## src/hdl/bcpe_pkg.sv

```systemverilog
// Shared types and constants of the bit-chunk pulse pattern encoder.
// Holds job format, queue status, request and register codes.
// No dependencies.
`default_nettype none

package bcpe_pkg;

  // sizes of the tables and sequences
  localparam int SYMBOL_DEPTH_DEF = 128;
  localparam int MAX_SEQ_SYMBOLS  = 6;
  localparam int MAX_CHUNK_VALUES = 16;
  localparam int OFFSET_ENTRIES   = 20;

  // offset entry roles
  localparam int IDX_START   = 0;
  localparam int IDX_BETWEEN = 1;
  localparam int IDX_END     = 2;
  localparam int IDX_CHUNK0  = 3;

  // field and internal widths
  localparam int TADDR_W    = 7;
  localparam int WORD_W     = 32;
  localparam int BYTE_W     = 8;
  localparam int VBITS_W    = 4;
  localparam int OFF_W      = 8;
  localparam int IDX_W      = 5;
  localparam int LEN_W      = 3;
  localparam int SEQ_ADDR_W = 9;
  localparam int ADDR_EXT_W = 10;
  localparam int CMP_W      = 11;
  localparam int S_TDATA_W  = 56;
  localparam int CFG_IDX_W  = 2;
  localparam int CFG_DATA_W = 8;

  // job queue between front and back
  localparam int QUEUE_DEPTH = 4;
  localparam int QPTR_W      = 2;
  localparam int QCNT_W      = 3;

  // configuration register indexes
  localparam logic [CFG_IDX_W-1:0] CFG_CHUNK_BITS = 2'd0;
  localparam logic [CFG_IDX_W-1:0] CFG_MSB_FIRST  = 2'd1;

  // input request kinds
  typedef enum logic [1:0] {
    REQ_SYM_WR = 2'd0,
    REQ_OFF_WR = 2'd1,
    REQ_DATA   = 2'd2,
    REQ_NONE   = 2'd3
  } req_t;

  // job kinds handed to the back end
  typedef enum logic [1:0] {
    JOB_SEQ    = 2'd0,
    JOB_SYM_WR = 2'd1,
    JOB_OFF_WR = 2'd2,
    JOB_MARK   = 2'd3
  } job_kind_t;

  typedef struct packed {
    job_kind_t            kind;
    logic [IDX_W-1:0]     idx;
    logic [TADDR_W-1:0]   addr;
    logic [WORD_W-1:0]    word;
    logic                 last;
  } job_t;

  typedef struct packed {
    logic full;
    logic empty;
  } q_stat_t;

endpackage

`default_nettype wire

```

## src/hdl/bcpe_queue.sv

```systemverilog
// Short job queue between the front and back ends of the encoder.
// Depends on bcpe_pkg for the job type and queue sizes.
`default_nettype none

module bcpe_queue (
  input  wire logic            clk,
  input  wire logic            rst,
  input  wire logic            push,
  input  wire bcpe_pkg::job_t  push_job,
  input  wire logic            pop,
  output bcpe_pkg::job_t       head,
  output bcpe_pkg::q_stat_t    stat
);

  bcpe_pkg::job_t                 entries [bcpe_pkg::QUEUE_DEPTH];
  logic [bcpe_pkg::QPTR_W-1:0]    wr_ptr;
  logic [bcpe_pkg::QPTR_W-1:0]    rd_ptr;
  logic [bcpe_pkg::QCNT_W-1:0]    count;

  // status and head entry
  assign stat = '{full:  (count == bcpe_pkg::QCNT_W'(bcpe_pkg::QUEUE_DEPTH)),
                  empty: (count == '0)};
  assign head = entries[rd_ptr];

  // storage
  always_ff @(posedge clk) begin
    if (push) begin
      entries[wr_ptr] <= push_job;
    end
  end

  // pointers and fill count
  always_ff @(posedge clk) begin
    if (rst) begin
      wr_ptr <= '0;
      rd_ptr <= '0;
      count  <= '0;
    end else begin
      if (push) begin
        wr_ptr <= wr_ptr + bcpe_pkg::QPTR_W'(1);
      end
      if (pop) begin
        rd_ptr <= rd_ptr + bcpe_pkg::QPTR_W'(1);
      end
      if (push && !pop) begin
        count <= count + bcpe_pkg::QCNT_W'(1);
      end else if (pop && !push) begin
        count <= count - bcpe_pkg::QCNT_W'(1);
      end
    end
  end

endmodule

`default_nettype wire

```

## src/hdl/bcpe_front.sv

```systemverilog
// Front end: accepts input words and config writes, splits each data byte
// into sequence jobs. Depends on bcpe_pkg; feeds bcpe_queue.
`default_nettype none

module bcpe_front (
  input  wire logic                              clk,
  input  wire logic                              rst,
  input  wire logic                              s_tvalid,
  output logic                                   s_tready,
  input  wire logic [bcpe_pkg::S_TDATA_W-1:0]    s_tdata,
  input  wire logic [1:0]                        s_tuser,
  input  wire logic                              s_tlast,
  input  wire logic                              cfg_valid,
  input  wire logic [bcpe_pkg::CFG_IDX_W-1:0]    cfg_index,
  input  wire logic [bcpe_pkg::CFG_DATA_W-1:0]   cfg_data,
  input  wire bcpe_pkg::q_stat_t                 q_stat,
  output logic                                   push,
  output bcpe_pkg::job_t                         push_job
);

  typedef enum logic [4:0] {
    F_IDLE  = 5'b00001,
    F_HEAD  = 5'b00010,
    F_CHUNK = 5'b00100,
    F_END   = 5'b01000,
    F_MARK  = 5'b10000
  } fstate_t;

  typedef enum logic [1:0] {
    CS_1 = 2'd0,
    CS_2 = 2'd1,
    CS_4 = 2'd2
  } chunk_sel_t;

  localparam logic [bcpe_pkg::IDX_W-1:0] MAX_CV =
    bcpe_pkg::IDX_W'(bcpe_pkg::MAX_CHUNK_VALUES);
  localparam logic [bcpe_pkg::VBITS_W-1:0] VBITS_MAX = 4'd8;

  fstate_t                          state;
  fstate_t                          state_next;
  logic                             frame_started;
  logic [2:0]                       chunk_bits;
  logic                             msb_first;
  logic [bcpe_pkg::BYTE_W-1:0]      work;
  logic [bcpe_pkg::VBITS_W-1:0]     left;
  logic [bcpe_pkg::IDX_W-1:0]       head_idx;
  logic                             last;

  logic                             accept;
  bcpe_pkg::req_t                   req;
  logic [bcpe_pkg::TADDR_W-1:0]     in_addr;
  logic [bcpe_pkg::WORD_W-1:0]      in_word;
  logic [bcpe_pkg::BYTE_W-1:0]      in_byte;
  logic [bcpe_pkg::VBITS_W-1:0]     in_vbits;
  logic [bcpe_pkg::VBITS_W-1:0]     vbits_clamped;
  logic [bcpe_pkg::VBITS_W-1:0]     nchunks;
  chunk_sel_t                       csel;
  logic [3:0]                       chunk_val;
  logic [bcpe_pkg::BYTE_W-1:0]      work_shifted;
  logic                             chunk_used;
  fstate_t                          after_chunks;

  // unpack the input word, lowest field first
  assign req      = bcpe_pkg::req_t'(s_tuser);
  assign in_addr  = s_tdata[6:0];
  assign in_word  = s_tdata[38:7];
  assign in_byte  = s_tdata[46:39];
  assign in_vbits = s_tdata[50:47];

  assign s_tready = (state == F_IDLE) && !q_stat.full;
  assign accept   = s_tvalid && s_tready;

  // effective chunk size
  always_comb begin
    case (chunk_bits) inside
      [3'd0:3'd1]: csel = CS_1;
      [3'd2:3'd3]: csel = CS_2;
      default:     csel = CS_4;
    endcase
  end

  // chunk count from the clamped valid bits
  always_comb begin
    vbits_clamped = (in_vbits > VBITS_MAX) ? VBITS_MAX : in_vbits;
    case (csel)
      CS_1:    nchunks = vbits_clamped;
      CS_2:    nchunks = vbits_clamped >> 1;
      default: nchunks = vbits_clamped >> 2;
    endcase
  end

  // current chunk value and the byte shifted past it
  always_comb begin
    case (csel)
      CS_1: begin
        chunk_val    = msb_first ? {3'b000, work[7]} : {3'b000, work[0]};
        work_shifted = msb_first ? (work << 1) : (work >> 1);
      end
      CS_2: begin
        chunk_val    = msb_first ? {2'b00, work[7:6]} : {2'b00, work[1:0]};
        work_shifted = msb_first ? (work << 2) : (work >> 2);
      end
      default: begin
        chunk_val    = msb_first ? work[7:4] : work[3:0];
        work_shifted = msb_first ? (work << 4) : (work >> 4);
      end
    endcase
    chunk_used = ({1'b0, chunk_val} < MAX_CV);
  end

  assign after_chunks = last ? F_END : F_MARK;

  // job generation and state sequencing
  always_comb begin
    state_next    = state;
    push          = 1'b0;
    push_job      = '0;
    push_job.kind = bcpe_pkg::JOB_SEQ;
    unique case (state)
      F_IDLE: begin
        if (accept) begin
          push_job.addr = in_addr;
          push_job.word = in_word;
          unique case (req)
            bcpe_pkg::REQ_SYM_WR: begin
              push          = 1'b1;
              push_job.kind = bcpe_pkg::JOB_SYM_WR;
            end
            bcpe_pkg::REQ_OFF_WR: begin
              push          = 1'b1;
              push_job.kind = bcpe_pkg::JOB_OFF_WR;
            end
            bcpe_pkg::REQ_DATA: state_next = F_HEAD;
            default: ;
          endcase
        end
      end
      F_HEAD: begin
        if (!q_stat.full) begin
          push         = 1'b1;
          push_job.idx = head_idx;
          state_next   = (left != '0) ? F_CHUNK : after_chunks;
        end
      end
      F_CHUNK: begin
        if (!q_stat.full) begin
          push         = chunk_used;
          push_job.idx = bcpe_pkg::IDX_W'(bcpe_pkg::IDX_CHUNK0) + {1'b0, chunk_val};
          if (left == bcpe_pkg::VBITS_W'(1)) begin
            state_next = after_chunks;
          end
        end
      end
      F_END: begin
        if (!q_stat.full) begin
          push         = 1'b1;
          push_job.idx = bcpe_pkg::IDX_W'(bcpe_pkg::IDX_END);
          state_next   = F_MARK;
        end
      end
      F_MARK: begin
        if (!q_stat.full) begin
          push          = 1'b1;
          push_job.kind = bcpe_pkg::JOB_MARK;
          push_job.last = last;
          state_next    = F_IDLE;
        end
      end
      default: state_next = F_IDLE;
    endcase
  end

  // control state and configuration registers
  always_ff @(posedge clk) begin
    if (rst) begin
      state         <= F_IDLE;
      frame_started <= 1'b0;
      chunk_bits    <= 3'd1;
      msb_first     <= 1'b0;
    end else begin
      state <= state_next;
      if (accept && req == bcpe_pkg::REQ_DATA) begin
        frame_started <= !s_tlast;
      end
      if (cfg_valid) begin
        case (cfg_index)
          bcpe_pkg::CFG_CHUNK_BITS: chunk_bits <= cfg_data[2:0];
          bcpe_pkg::CFG_MSB_FIRST:  msb_first  <= cfg_data[0];
          default: ;
        endcase
      end
    end
  end

  // per-byte working registers
  always_ff @(posedge clk) begin
    if (accept && req == bcpe_pkg::REQ_DATA) begin
      work     <= in_byte;
      left     <= nchunks;
      last     <= s_tlast;
      head_idx <= frame_started ? bcpe_pkg::IDX_W'(bcpe_pkg::IDX_BETWEEN)
                                : bcpe_pkg::IDX_W'(bcpe_pkg::IDX_START);
    end else if (state == F_CHUNK && !q_stat.full) begin
      work <= work_shifted;
      left <= left - bcpe_pkg::VBITS_W'(1);
    end
  end

endmodule

`default_nettype wire

```

## src/hdl/bcpe_back.sv

```systemverilog
// Back end: runs table writes and sequence jobs against the offset and symbol
// memories, and streams symbol words out. Depends on bcpe_pkg; fed by bcpe_queue.
`default_nettype none

module bcpe_back #(
  parameter int SYMBOL_DEPTH = bcpe_pkg::SYMBOL_DEPTH_DEF
) (
  input  wire logic                           clk,
  input  wire logic                           rst,
  input  wire bcpe_pkg::q_stat_t              q_stat,
  input  wire bcpe_pkg::job_t                 head,
  output logic                                pop,
  output logic                                m_tvalid,
  input  wire logic                           m_tready,
  output logic [bcpe_pkg::WORD_W-1:0]         m_tdata,
  output logic                                m_tlast,
  output logic                                m_tuser
);

  localparam int AW = $clog2(SYMBOL_DEPTH);

  typedef enum logic [3:0] {
    B_IDLE  = 4'b0001,
    B_LEN   = 4'b0010,
    B_RUN   = 4'b0100,
    B_FLUSH = 4'b1000
  } bstate_t;

  bstate_t                              state;
  bstate_t                              state_next;

  logic [bcpe_pkg::WORD_W-1:0]          sym_mem [SYMBOL_DEPTH];
  logic [bcpe_pkg::OFF_W-1:0]           off_mem [bcpe_pkg::OFFSET_ENTRIES];

  logic [bcpe_pkg::OFF_W-1:0]           off_start;
  logic [bcpe_pkg::OFF_W-1:0]           off_next;
  logic [bcpe_pkg::SEQ_ADDR_W-1:0]      seq_addr;
  logic [bcpe_pkg::LEN_W-1:0]           seq_left;
  logic                                 mark_last;
  logic                                 d_valid;
  logic [bcpe_pkg::WORD_W-1:0]          rdata;
  logic                                 h_valid;
  logic [bcpe_pkg::WORD_W-1:0]          h_word;
  logic                                 out_valid;
  logic [bcpe_pkg::WORD_W-1:0]          out_word;
  logic                                 out_last;
  logic                                 out_done;

  logic                                 out_ok;
  logic                                 d_move;
  logic                                 issue;
  logic                                 flush;
  logic                                 wr_sym;
  logic                                 wr_off;
  logic                                 rd_off;
  logic                                 rd_in_range;
  logic [bcpe_pkg::ADDR_EXT_W-1:0]      wr_ext;
  logic [bcpe_pkg::ADDR_EXT_W-1:0]      rd_ext;
  logic [bcpe_pkg::OFF_W-1:0]           diff;
  logic [bcpe_pkg::LEN_W-1:0]           len_now;
  logic [bcpe_pkg::IDX_W-1:0]           idx_plus;

  // handshake between the read stage, the hold word and the output register
  assign out_ok = !out_valid || m_tready;
  assign d_move = d_valid && (!h_valid || out_ok);
  assign issue  = (state == B_RUN) && (!d_valid || d_move);
  assign flush  = (state == B_FLUSH) && !d_valid && h_valid && out_ok;
  assign pop    = (state == B_IDLE) && !q_stat.empty;

  // job decode
  assign wr_sym = pop && head.kind == bcpe_pkg::JOB_SYM_WR &&
                  (bcpe_pkg::CMP_W'(head.addr) < bcpe_pkg::CMP_W'(SYMBOL_DEPTH));
  assign wr_off = pop && head.kind == bcpe_pkg::JOB_OFF_WR &&
                  (bcpe_pkg::CMP_W'(head.addr) < bcpe_pkg::CMP_W'(bcpe_pkg::OFFSET_ENTRIES));
  assign rd_off = pop && head.kind == bcpe_pkg::JOB_SEQ;

  assign rd_in_range = bcpe_pkg::CMP_W'(seq_addr) < bcpe_pkg::CMP_W'(SYMBOL_DEPTH);
  assign wr_ext      = bcpe_pkg::ADDR_EXT_W'(head.addr);
  assign rd_ext      = bcpe_pkg::ADDR_EXT_W'(seq_addr);
  assign idx_plus    = head.idx + bcpe_pkg::IDX_W'(1);

  // sequence length, clipped to the longest allowed run
  always_comb begin
    diff = off_next - off_start;
    if (off_next <= off_start) begin
      len_now = '0;
    end else if (diff > bcpe_pkg::OFF_W'(bcpe_pkg::MAX_SEQ_SYMBOLS)) begin
      len_now = bcpe_pkg::LEN_W'(bcpe_pkg::MAX_SEQ_SYMBOLS);
    end else begin
      len_now = diff[bcpe_pkg::LEN_W-1:0];
    end
  end

  // state sequencing
  always_comb begin
    state_next = state;
    unique case (state)
      B_IDLE: begin
        if (pop) begin
          case (head.kind)
            bcpe_pkg::JOB_SEQ:  state_next = B_LEN;
            bcpe_pkg::JOB_MARK: state_next = B_FLUSH;
            default: ;
          endcase
        end
      end
      B_LEN:   state_next = (len_now == '0) ? B_IDLE : B_RUN;
      B_RUN: begin
        if (issue && seq_left == bcpe_pkg::LEN_W'(1)) begin
          state_next = B_IDLE;
        end
      end
      B_FLUSH: begin
        if (!d_valid && (!h_valid || out_ok)) begin
          state_next = B_IDLE;
        end
      end
      default: state_next = B_IDLE;
    endcase
  end

  // symbol memory, registered read
  always_ff @(posedge clk) begin
    if (wr_sym) begin
      sym_mem[wr_ext[AW-1:0]] <= head.word;
    end
    if (issue) begin
      rdata <= rd_in_range ? sym_mem[rd_ext[AW-1:0]] : '0;
    end
  end

  // offset memory, two registered reads
  always_ff @(posedge clk) begin
    if (wr_off) begin
      off_mem[head.addr[bcpe_pkg::IDX_W-1:0]] <= head.word[bcpe_pkg::OFF_W-1:0];
    end
    if (rd_off) begin
      off_start <= off_mem[head.idx];
      off_next  <= off_mem[idx_plus];
    end
  end

  // sequence walker and payload registers
  always_ff @(posedge clk) begin
    if (state == B_LEN) begin
      seq_addr <= bcpe_pkg::SEQ_ADDR_W'(off_start);
      seq_left <= len_now;
    end else if (issue) begin
      seq_addr <= seq_addr + bcpe_pkg::SEQ_ADDR_W'(1);
      seq_left <= seq_left - bcpe_pkg::LEN_W'(1);
    end
    if (pop && head.kind == bcpe_pkg::JOB_MARK) begin
      mark_last <= head.last;
    end
    if (d_move) begin
      h_word <= rdata;
    end
    if (d_move && h_valid) begin
      out_word <= h_word;
      out_last <= 1'b0;
      out_done <= 1'b0;
    end else if (flush) begin
      out_word <= h_word;
      out_last <= 1'b1;
      out_done <= mark_last;
    end
  end

  // control flags
  always_ff @(posedge clk) begin
    if (rst) begin
      state     <= B_IDLE;
      d_valid   <= 1'b0;
      h_valid   <= 1'b0;
      out_valid <= 1'b0;
    end else begin
      state <= state_next;
      if (issue) begin
        d_valid <= 1'b1;
      end else if (d_move) begin
        d_valid <= 1'b0;
      end
      if (d_move) begin
        h_valid <= 1'b1;
      end else if (flush) begin
        h_valid <= 1'b0;
      end
      if ((d_move && h_valid) || flush) begin
        out_valid <= 1'b1;
      end else if (m_tready) begin
        out_valid <= 1'b0;
      end
    end
  end

  assign m_tvalid = out_valid;
  assign m_tdata  = out_word;
  assign m_tlast  = out_last;
  assign m_tuser  = out_done;

endmodule

`default_nettype wire

```

## src/hdl/bit_chunk_pulse_pattern_encoder_unit.sv

```systemverilog
// Bit-chunk pulse pattern encoder, top level.
// Channels: s_* takes table writes and data bytes (s_tuser is the request
// kind: symbol write, offset write, data byte), s_tlast marks the frame's
// last byte. m_* gives 32-bit symbol words; m_tlast marks the last word
// caused by one input word, m_tuser flags the word that closes a frame.
// cfg_* writes chunk_bits (index 0) and msb_first (index 1), always ready.
// The front takes a table write and stays ready while the queue has room; a
// data byte is split into jobs, pushed one per cycle while the queue is not
// full (head sequence, each chunk, an end sequence on a frame's last byte only,
// closing mark), and s_tready is low until the closing mark is pushed. The
// back pops one job per idle cycle; a sequence job passes offset lookup and
// length, then reads one symbol per cycle from the symbol memory while the
// output is not stalled, and a closing mark flushes the hold word.
// Symbols go from the symbol read through the hold word to the output; the last
// symbol of a byte waits in a hold word until its closing mark is seen.
// Reset clears the control state, the queue and frame tracking; the symbol
// and offset tables are not cleared and must be loaded before use.
// When m_tready is low the back end holds at most one word in flight plus
// the hold and output words, and the job queue fills until the front stops.
// Depends on bcpe_pkg, bcpe_front, bcpe_queue and bcpe_back.
`default_nettype none

module bit_chunk_pulse_pattern_encoder_unit #(
  parameter int SYMBOL_DEPTH = bcpe_pkg::SYMBOL_DEPTH_DEF
) (
  input  wire logic                             clk,
  input  wire logic                             rst,
  // table_addr[6:0], table_word[38:7], data_byte[46:39], valid_bits[50:47], zero pad
  input  wire logic [bcpe_pkg::S_TDATA_W-1:0]   s_tdata,
  // req_type[1:0]
  input  wire logic [1:0]                       s_tuser,
  input  wire logic                             s_tlast,
  input  wire logic                             s_tvalid,
  output logic                                  s_tready,
  // symbol_word[31:0]
  output logic [bcpe_pkg::WORD_W-1:0]           m_tdata,
  // frame_done[0]
  output logic                                  m_tuser,
  output logic                                  m_tlast,
  output logic                                  m_tvalid,
  input  wire logic                             m_tready,
  input  wire logic                             cfg_valid,
  output logic                                  cfg_ready,
  input  wire logic [bcpe_pkg::CFG_IDX_W-1:0]   cfg_index,
  input  wire logic [bcpe_pkg::CFG_DATA_W-1:0]  cfg_data
);

  logic               push;
  bcpe_pkg::job_t     push_job;
  logic               pop;
  bcpe_pkg::job_t     head;
  bcpe_pkg::q_stat_t  q_stat;

  assign cfg_ready = 1'b1;

  // front: accept and split items into jobs
  bcpe_front u_front (
    .clk       (clk),
    .rst       (rst),
    .s_tvalid  (s_tvalid),
    .s_tready  (s_tready),
    .s_tdata   (s_tdata),
    .s_tuser   (s_tuser),
    .s_tlast   (s_tlast),
    .cfg_valid (cfg_valid),
    .cfg_index (cfg_index),
    .cfg_data  (cfg_data),
    .q_stat    (q_stat),
    .push      (push),
    .push_job  (push_job)
  );

  // job queue
  bcpe_queue u_queue (
    .clk      (clk),
    .rst      (rst),
    .push     (push),
    .push_job (push_job),
    .pop      (pop),
    .head     (head),
    .stat     (q_stat)
  );

  // back: table access and symbol output
  bcpe_back #(
    .SYMBOL_DEPTH (SYMBOL_DEPTH)
  ) u_back (
    .clk      (clk),
    .rst      (rst),
    .q_stat   (q_stat),
    .head     (head),
    .pop      (pop),
    .m_tvalid (m_tvalid),
    .m_tready (m_tready),
    .m_tdata  (m_tdata),
    .m_tlast  (m_tlast),
    .m_tuser  (m_tuser)
  );

endmodule

`default_nettype wire
```

## config.mk

```make
export PLATFORM = sky130hd
export DESIGN_NAME = bit_chunk_pulse_pattern_encoder_unit
export DESIGN_NICKNAME = d
export VERILOG_FILES = /design/src/hdl/bcpe_pkg.sv /design/src/hdl/bcpe_queue.sv /design/src/hdl/bcpe_front.sv /design/src/hdl/bcpe_back.sv /design/src/hdl/bit_chunk_pulse_pattern_encoder_unit.sv
export SDC_FILE = /design/constraint.sdc
export NUM_CORES = 2
export LEC_CHECK = 0
export BUFFER_PORTS_ARGS = -buffer_cell sky130_fd_sc_hd__clkbuf_2
export CAP_MARGIN = 20
export CORE_MARGIN = 1
export CORE_UTILIZATION = 30
export CTS_CLUSTER_SIZE = 20
export DETAILED_ROUTE_END_ITERATION = 8
export PLACE_DENSITY_LB_ADDON = 0.08
export SYNTH_ARGS = -nofsm -noshare
export SYNTH_HDL_FRONTEND = slang
export SYNTH_HIERARCHICAL = 1
export SYNTH_MEMORY_MAX_BITS = 65536
export SYNTH_SLANG_ARGS = --single-unit
```

## constraint.sdc

```tcl
create_clock -name clk -period 4.3 [get_ports clk]
set_input_delay 0.43 -clock clk [delete_from_list [all_inputs] [get_ports clk]]
set_output_delay 0.43 -clock clk [all_outputs]
set_load 0.03 [all_outputs]
```

Word-level counts from Yosys, hierarchy flattened --
Memories as Yosys holds them, arrays and structs flattened. A register that Yosys moved wholly into a read port is not among the register bits. Cells that the tools add are included.
Storage, ports and cells: register bits after elaboration 121, bits in writable memories 4444, input bits 74, output and inout bits 37, memories kept 3
Cells by class: $add $sub $neg 10, $lt $le $gt $ge 9, eq/ne operators 30, multiplexer cells 73, reductions and logical operators 55
Memory list:
- u_back.sym_mem | words 128, width 32, read ports 1, clocked after memory_dff 1, wr ports 1, RTL line bcpe_back.sv:32 | logic [bcpe_pkg::WORD_W-1:0] sym_mem [SYMBOL_DEPTH];
- u_queue.entries | words 4, width 47, read ports 1, clocked after memory_dff 1, wr ports 1, RTL line bcpe_queue.sv:15 | bcpe_pkg::job_t entries [bcpe_pkg::QUEUE_DEPTH];
- u_back.off_mem | words 20, width 8, read ports 2, clocked after memory_dff 2, wr ports 1, RTL line bcpe_back.sv:33 | logic [bcpe_pkg::OFF_W-1:0] off_mem [bcpe_pkg::OFFSET_ENTRIES];
Operators with widths (number):
- $mux 39 | 2
- $mux 32 | 2
- $mux 8 | 7
- $mux 5 | 11
- $mux 4 | 7
- $pmux 5 s5 | 1
- $pmux 4 s2 | 3
- $logic_and 1x1->1 | 22
- $mux 3 | 7
- $mux 1 | 19
- $mux 2 | 8
- $pmux 4 s4 | 1
- $pmux 8 s2 | 1
- $pmux 5 s3 | 1
- $ne 2x2->1 const B | 7
- $reduce_bool 2->1 | 7
- $add 9x1->9 const B | 1
- $logic_not 1->1 | 9
- $lt 9x8->1 const B | 1
- $eq 2x1->1 const B | 4
- $eq 4x1->1 const B | 2
- $gt 8x3->1 const B | 1
- $le 8x8->1 | 1
- $logic_not 2->1 | 4
- 36 further kinds | 48

Longest topological paths before layout --
depth after elaboration 10, depth in mapped cells 12

Cells and area by module --
Netlist, hierarchy kept.
By module, submodules not included:
- bcpe_back | instances 1, cells each 7690, area an instance 169040.9 sq um, seq. area each 131726.3 sq um
- bcpe_queue | instances 1, cells each 289, area an instance 7235.7 sq um, seq. area each 5825.6 sq um
- bcpe_front | instances 1, cells each 248, area an instance 1965.6 sq um, seq. area each 600.6 sq um
- bit_chunk_pulse_pattern_encoder_unit | instances 1, cells each 2, area an instance 11.3 sq um, seq. area each 0.0 sq um

Worst setup path after synthesis --
Ideal clock, no wire load.
path type register to register, start point reg with a tool-made name, end point mem u_back/sym_mem[105][0] in the netlist's numbering, enable pin, data arrival time 3.520 ns, slack 0.359 ns, stages on the path, launching flop included 9, path buffers 5, cells stage by stage dfxtp_1 buf_6 buf_12 mux4_2 clkbuf_1 or3b_2 clkbuf_1 clkbuf_1 nor2_1
RTL lines (RTL line):
- end, declared | bcpe_back.sv:32

Worst setup path in the final report --
start point reg u_back/seq_addr[0] in the netlist's numbering, end point reg u_back/rdata[8] in the netlist's numbering (read register of u_back.sym_mem), data pin
Between the ends: longest elaborated chain between the ends 2
Ends and longest elaborated chain:
- start, declared | RTL line bcpe_back.sv:37 | logic [bcpe_pkg::SEQ_ADDR_W-1:0] seq_addr;
- start signal, assigned | RTL line bcpe_back.sv:146 | seq_addr <= bcpe_pkg::SEQ_ADDR_W'(off_start);
- start signal, assigned | RTL line bcpe_back.sv:149 | seq_addr <= seq_addr + bcpe_pkg::SEQ_ADDR_W'(1);
- $lt 9x8->1 | RTL line bcpe_back.sv:77 | assign rd_in_range = bcpe_pkg::CMP_W'(seq_addr) < bcpe_pkg::CMP_W'(SYMBOL_DEPTH);
- $logic_not 1->1 (no source line)
- end, declared | RTL line bcpe_back.sv:41 | logic [bcpe_pkg::WORD_W-1:0] rdata;
Parallel ways exist; a longest one is shown, timed or not. A chain may end at the register's enable or synchronous reset.

==> parameters.txt <==
Parameter                              Value

Setup path
  Critical path, cell by cell ... buf_12, buf_12, buf_12, buf_4, mux2i_1, o21ai_0, buf_4, nor4_2, buf_4, nand3_1
  Reg-to-reg critical path endpoint ... u_back/rdata[8]
  Maximum single-stage delay on the critical path ... 630 ps
  Critical path peak fanout ... 36
  Register-to-register setup slack ... 200 ps
  Start of the worst register-to-register path ... u_back/seq_addr[0]
  Endpoint class of the critical path ... flip-flop
  Crit path from ... u_back/seq_addr[0]
  End of the critical path ... u_back/rdata[8]
  Highest-delay cell along the critical path ... sky130_fd_sc_hd__nor4_2
  Arrival time at the worst endpoint ... 4830 ps
  Length in cells of the worst reg-to-reg path ... 10
  Data required time at the worst endpoint ... 5040 ps
  Class of the most critical setup path ... flip-flop to flip-flop
  Kind of start point of the critical path ... flip-flop

Finish
  Final standard cell area without fillers ... 213,000 µm²
  Highest-count cells in the layout ignoring fill and taps ... 4,582 x sky130_fd_sc_hd__edfxtp_1, 924 x sky130_fd_sc_hd__mux4_2, 653 x sky130_fd_sc_hd__mux2i_1
  Filler cells ... 54,500
  Post-layout nets ... 9,190
  Fin cells ... 17,400
  Storage element area ... 138,000 µm²
  Ratio of cells with drive above 1 in the final layout ... 28.0%
  Layout area overhead ... 19.4%
  Commonest non-fill, non-tap cell in the layout ... sky130_fd_sc_hd__edfxtp_1
  Combined area of the multi-input logic cells ... 39,100 µm²

Timing
  Upper clock frequency limit ... 244 MHz
  Max-slew violation total from the final report ... 0
  Endpoints failing setup ... 0
  Max_slew headroom ... 9.41%
  Final Hold Vio Count ... 0
  Slew at the pin with the worst max-slew slack ... 1340 ps
  Final critical-path share of the clock period ... 95.3%
  RSZ-0062 raised after global routing ... false
  Minimum clock period after layout ... 4100 ps
  Final clock skew ... 52.9 ps

Drt
  Per-cell via count in the routed design ... 5.05
  Highest layer used for signal routing ... met4
  Detailed-routed wire length on met3 ... 23.3 mm
  Average wire length per cell after detail routing ... 32.4 µm
  Antenna Nets Post-Route ... 0
  DRC violation count after routing ... 0
  Post-detailed-routing wire length ... 562 mm
  Met1 wire length ... 257 mm
  First-pass iteration count of the detailed router ... 5
  Vias after detailed routing ... 87,600
  Number of DRC markers after the initial detailed-route iteration ... 7,325
  Met2 wire len ... 271 mm

Synthesis
  Mux cell area share after synthesis ... 16.2%
  Dominant register cell in the synthesized netlist ... sky130_fd_sc_hd__edfxtp_1
  Post-synthesis share of cell area spent on xor and xnor gates ... 0.113%
  Post-Synth Simple-Gate Area ... 1.95%
  Syn_area_per_cell ... 21.7 µm²
  Synth Warn # ... 6
  Number of flops mapped to enable cells by yosys ... 4,582
  Complex-gate fraction of the synthesized area ... 2.72%
  Adder and majority gate portion of the synthesized area ... 0.170%
  Syn_nets ... 8,326
  Post-synth design cell area ... 178,000 µm²
  Total of flip-flops plus latches after synthesis ... 4,610
  Combinational family with the most area after synthesis ... multiplexers
  Number of unique standard cell types used by synthesis ... 80
  Number of cells produced by synthesis ... 8,229
  Asr flop ratio synth ... 0%
  Share of the yosys chip area belonging to registers ... 77.5%

Placement
  Half-perimeter wire length of the detailed placement result ... 333 mm
  DP Area ... 195,000 µm²
  Final estimated routing congestion in global placement ... 0.762
  Placed instance count ... 16,300
  Number of buffer cells added on primary ports ... 99

Die
  Total Die Area ... 597,000 µm²
  Initial core utilization ... 30.2%
  Number of top-level pins ... 111
  Height of the chip ... 773 µm
  Placement row count ... 282
  Core Area ... 591,000 µm²
  Die Wd ... 773 µm

Outcome
  Status ... completed

Flow run
  Max Cap Violations ... 0

Clocking
  Clock latency of the later-clocked register in the worst-skew pair ... 1060 ps
  Library cell used as clock root buffer ... sky130_fd_sc_hd__clkbuf_16
  Clock slew at the register clock pins of the worst setup and hold paths ... 60 ps
  CTS H-tree lvls ... 6
  # clock sinks ... 4,610
  TritonCTS clock tree ... yes
  TritonCTS Buffers ... 539
  Max Root-Sink Buffers ... 4

Global route
  Overall overflow remaining after global route ... 0
  Global-route wire length before repair ... 771 mm
  Total routing resource utilization after global routing ... 18.4%
  Pin count of the biggest net entering global routing ... 149
  Number of global-route vias before repair ... 92,300
  Number of antenna violations at the first check in global routing ... 50

Pwr
  Leakage power total ... 0.0673 µW
  Ratio of total power to cell area ... 537 nW/µm²
  Maximum ir drop on the vdd rail ... 0.418 mV

Worst hold path
  Min-Delay Path Class ... primary input to flip-flop
-- flip-flops by register name, indices dropped and copies added, names as in the netlist, 2 cells and up, named ones only --
signal	flops
u_front/state	5
u_back/off_mem	160
u_back/seq_left	3
u_queue/wr_ptr	2
u_back/seq_addr	9
u_back/sym_mem	4096
u_front/left	4
u_queue/entries	188
u_back/state	4
u_front/work	8
u_back/h_word	32
u_back/rdata	32
u_front/chunk_bits	2
u_back/off_next	8
u_queue/count	3
u_back/off_start	8
u_back/m_tdata	32
u_queue/rd_ptr	2
-- cell usage after synthesis (5+ instances only) --
library cell | number | area [µm²]
sky130_fd_sc_hd__nand3b_1 | 12 | 90.1
sky130_fd_sc_hd__nor4_1 | 34 | 213
sky130_fd_sc_hd__clkbuf_1 | 196 | 736
sky130_fd_sc_hd__dfxtp_1 | 28 | 561
sky130_fd_sc_hd__buf_4 | 22 | 165
sky130_fd_sc_hd__nand2b_1 | 19 | 119
sky130_fd_sc_hd__buf_1 | 30 | 113
sky130_fd_sc_hd__a211oi_1 | 36 | 270
sky130_fd_sc_hd__mux4_2 | 957 | 21600
sky130_fd_sc_hd__nor3_1 | 14 | 70.1
sky130_fd_sc_hd__inv_1 | 34 | 128
sky130_fd_sc_hd__o31ai_1 | 6 | 45.0
sky130_fd_sc_hd__a22o_1 | 31 | 272
sky130_fd_sc_hd__a21oi_1 | 96 | 480
sky130_fd_sc_hd__ha_1 | 21 | 263
sky130_fd_sc_hd__xor2_1 | 12 | 105
sky130_fd_sc_hd__o22ai_1 | 96 | 601
sky130_fd_sc_hd__a22oi_1 | 236 | 1770
sky130_fd_sc_hd__edfxtp_1 | 4582 | 138000
sky130_fd_sc_hd__and2_1 | 46 | 288
sky130_fd_sc_hd__mux2_2 | 65 | 732
sky130_fd_sc_hd__nand2_1 | 99 | 372
sky130_fd_sc_hd__buf_2 | 196 | 981
sky130_fd_sc_hd__and3_1 | 6 | 37.5
sky130_fd_sc_hd__o21ai_0 | 66 | 330
sky130_fd_sc_hd__o211ai_1 | 34 | 255
sky130_fd_sc_hd__a221oi_1 | 32 | 280
sky130_fd_sc_hd__nand4_1 | 5 | 31.3
sky130_fd_sc_hd__nor3b_1 | 11 | 82.6
sky130_fd_sc_hd__nor2_1 | 201 | 754
sky130_fd_sc_hd__xnor2_1 | 11 | 96.3
sky130_fd_sc_hd__mux2i_1 | 653 | 6540
sky130_fd_sc_hd__buf_6 | 19 | 214
sky130_fd_sc_hd__or2_2 | 9 | 56.3
sky130_fd_sc_hd__nor2b_1 | 50 | 313
sky130_fd_sc_hd__nand3_1 | 153 | 766
sky130_fd_sc_hd__a31oi_1 | 34 | 213
-- critical path, delay by kind of cell (launching register included) --
kind | cells | cell delay (ps)
mux | 1 | 410
simple gates | 2 | 700
buf+inv | 6 | 1740
flops | 1 | 390
compound gates | 1 | 380
-- layout make-up --
cell class	count	share of cell area, %
Tap cell	7810	4.59
Sequential cell	4610	64.9
Timing Repair Buffer	790	4.13
Clock inverter	282	1.19
Antenna cell	39	0.0459
Clock buffer	671	6.69
Multi-Input combinational cell	3118	18.4
Inverter	34	0.0600
-- metal layers --
| layer | vias to the layer above | global-route usage [%] |
|---|---|---|
| li1 | 36500 | - |
| met1 | 48300 | 26.3 |
| met2 | 2142 | 30.5 |
| met3 | 614 | 2.03 |
| met4 | 0 | 3.81 |
| met5 | - | 0 |
-- metrics by stage --
stage | hold slack (ps) | util, % | TNS (ps) | total power, µW | setup WS [ps]
2_1_floorplan | 400 | - | 0 | 63200 | 359
3_3_place_gp | 402 | 33.0 | -244 | 71100 | -244
3_5_place_dp | 410 | 33.0 | -20.0 | 71700 | -20.0
4_1_cts | 42.0 | 36.0 | 0 | 116000 | 45.2
5_1_grt | 111 | 36.0 | 0 | 118000 | 122
6_report | 153 | 36.0 | 0 | 114000 | 204
-- power by group --
group / switching [µW] / total [µW] / internal [µW]
sequential: 219 / 55400 / 55100
combinational: 11400 / 15100 / 3660
clock: 18500 / 43900 / 25400
total: 30200 / 114000 / 84200
-- worst min path at each step --
| stage | startpoint | end | slack [ps] | depth (start not counted) |
|---|---|---|---|---|
| 2_1_floorplan | u_back/rdata[0] | u_back/h_word[0] | 400 | 0 |
| 3_3_place_gp | u_back/h_word[13] | u_back/m_tdata[13] | 400 | 0 |
| 3_5_place_dp | u_back/h_word[15] | u_back/m_tdata[15] | 410 | 0 |
| 4_1_cts | s_tlast | u_front/last | 40 | 2 |
| 5_1_grt | s_tlast | u_front/last | 110 | 2 |
| 6_report | s_tlast | u_front/frame_started | 150 | 3 |
-- logic make-up after synthesis --
family,Yosys count
AOI/OAI and AO/OA,704
DFF,4610
buffers and inverters,501
and+or+nand+nor,690
other,1
adders and majority gates,23
xor gates and xnor gates,23
muxes,1677
-- timing repair --
action                                  4_1_cts  5_1_grt
hold buffers                                 65        0
setup buffers                                 0        0
endpoints found under the setup margin        1        0
resized for setup                             1        0
hold endpoints to repair                    199        0
Note: power is estimated with default switching activity, not from simulation.
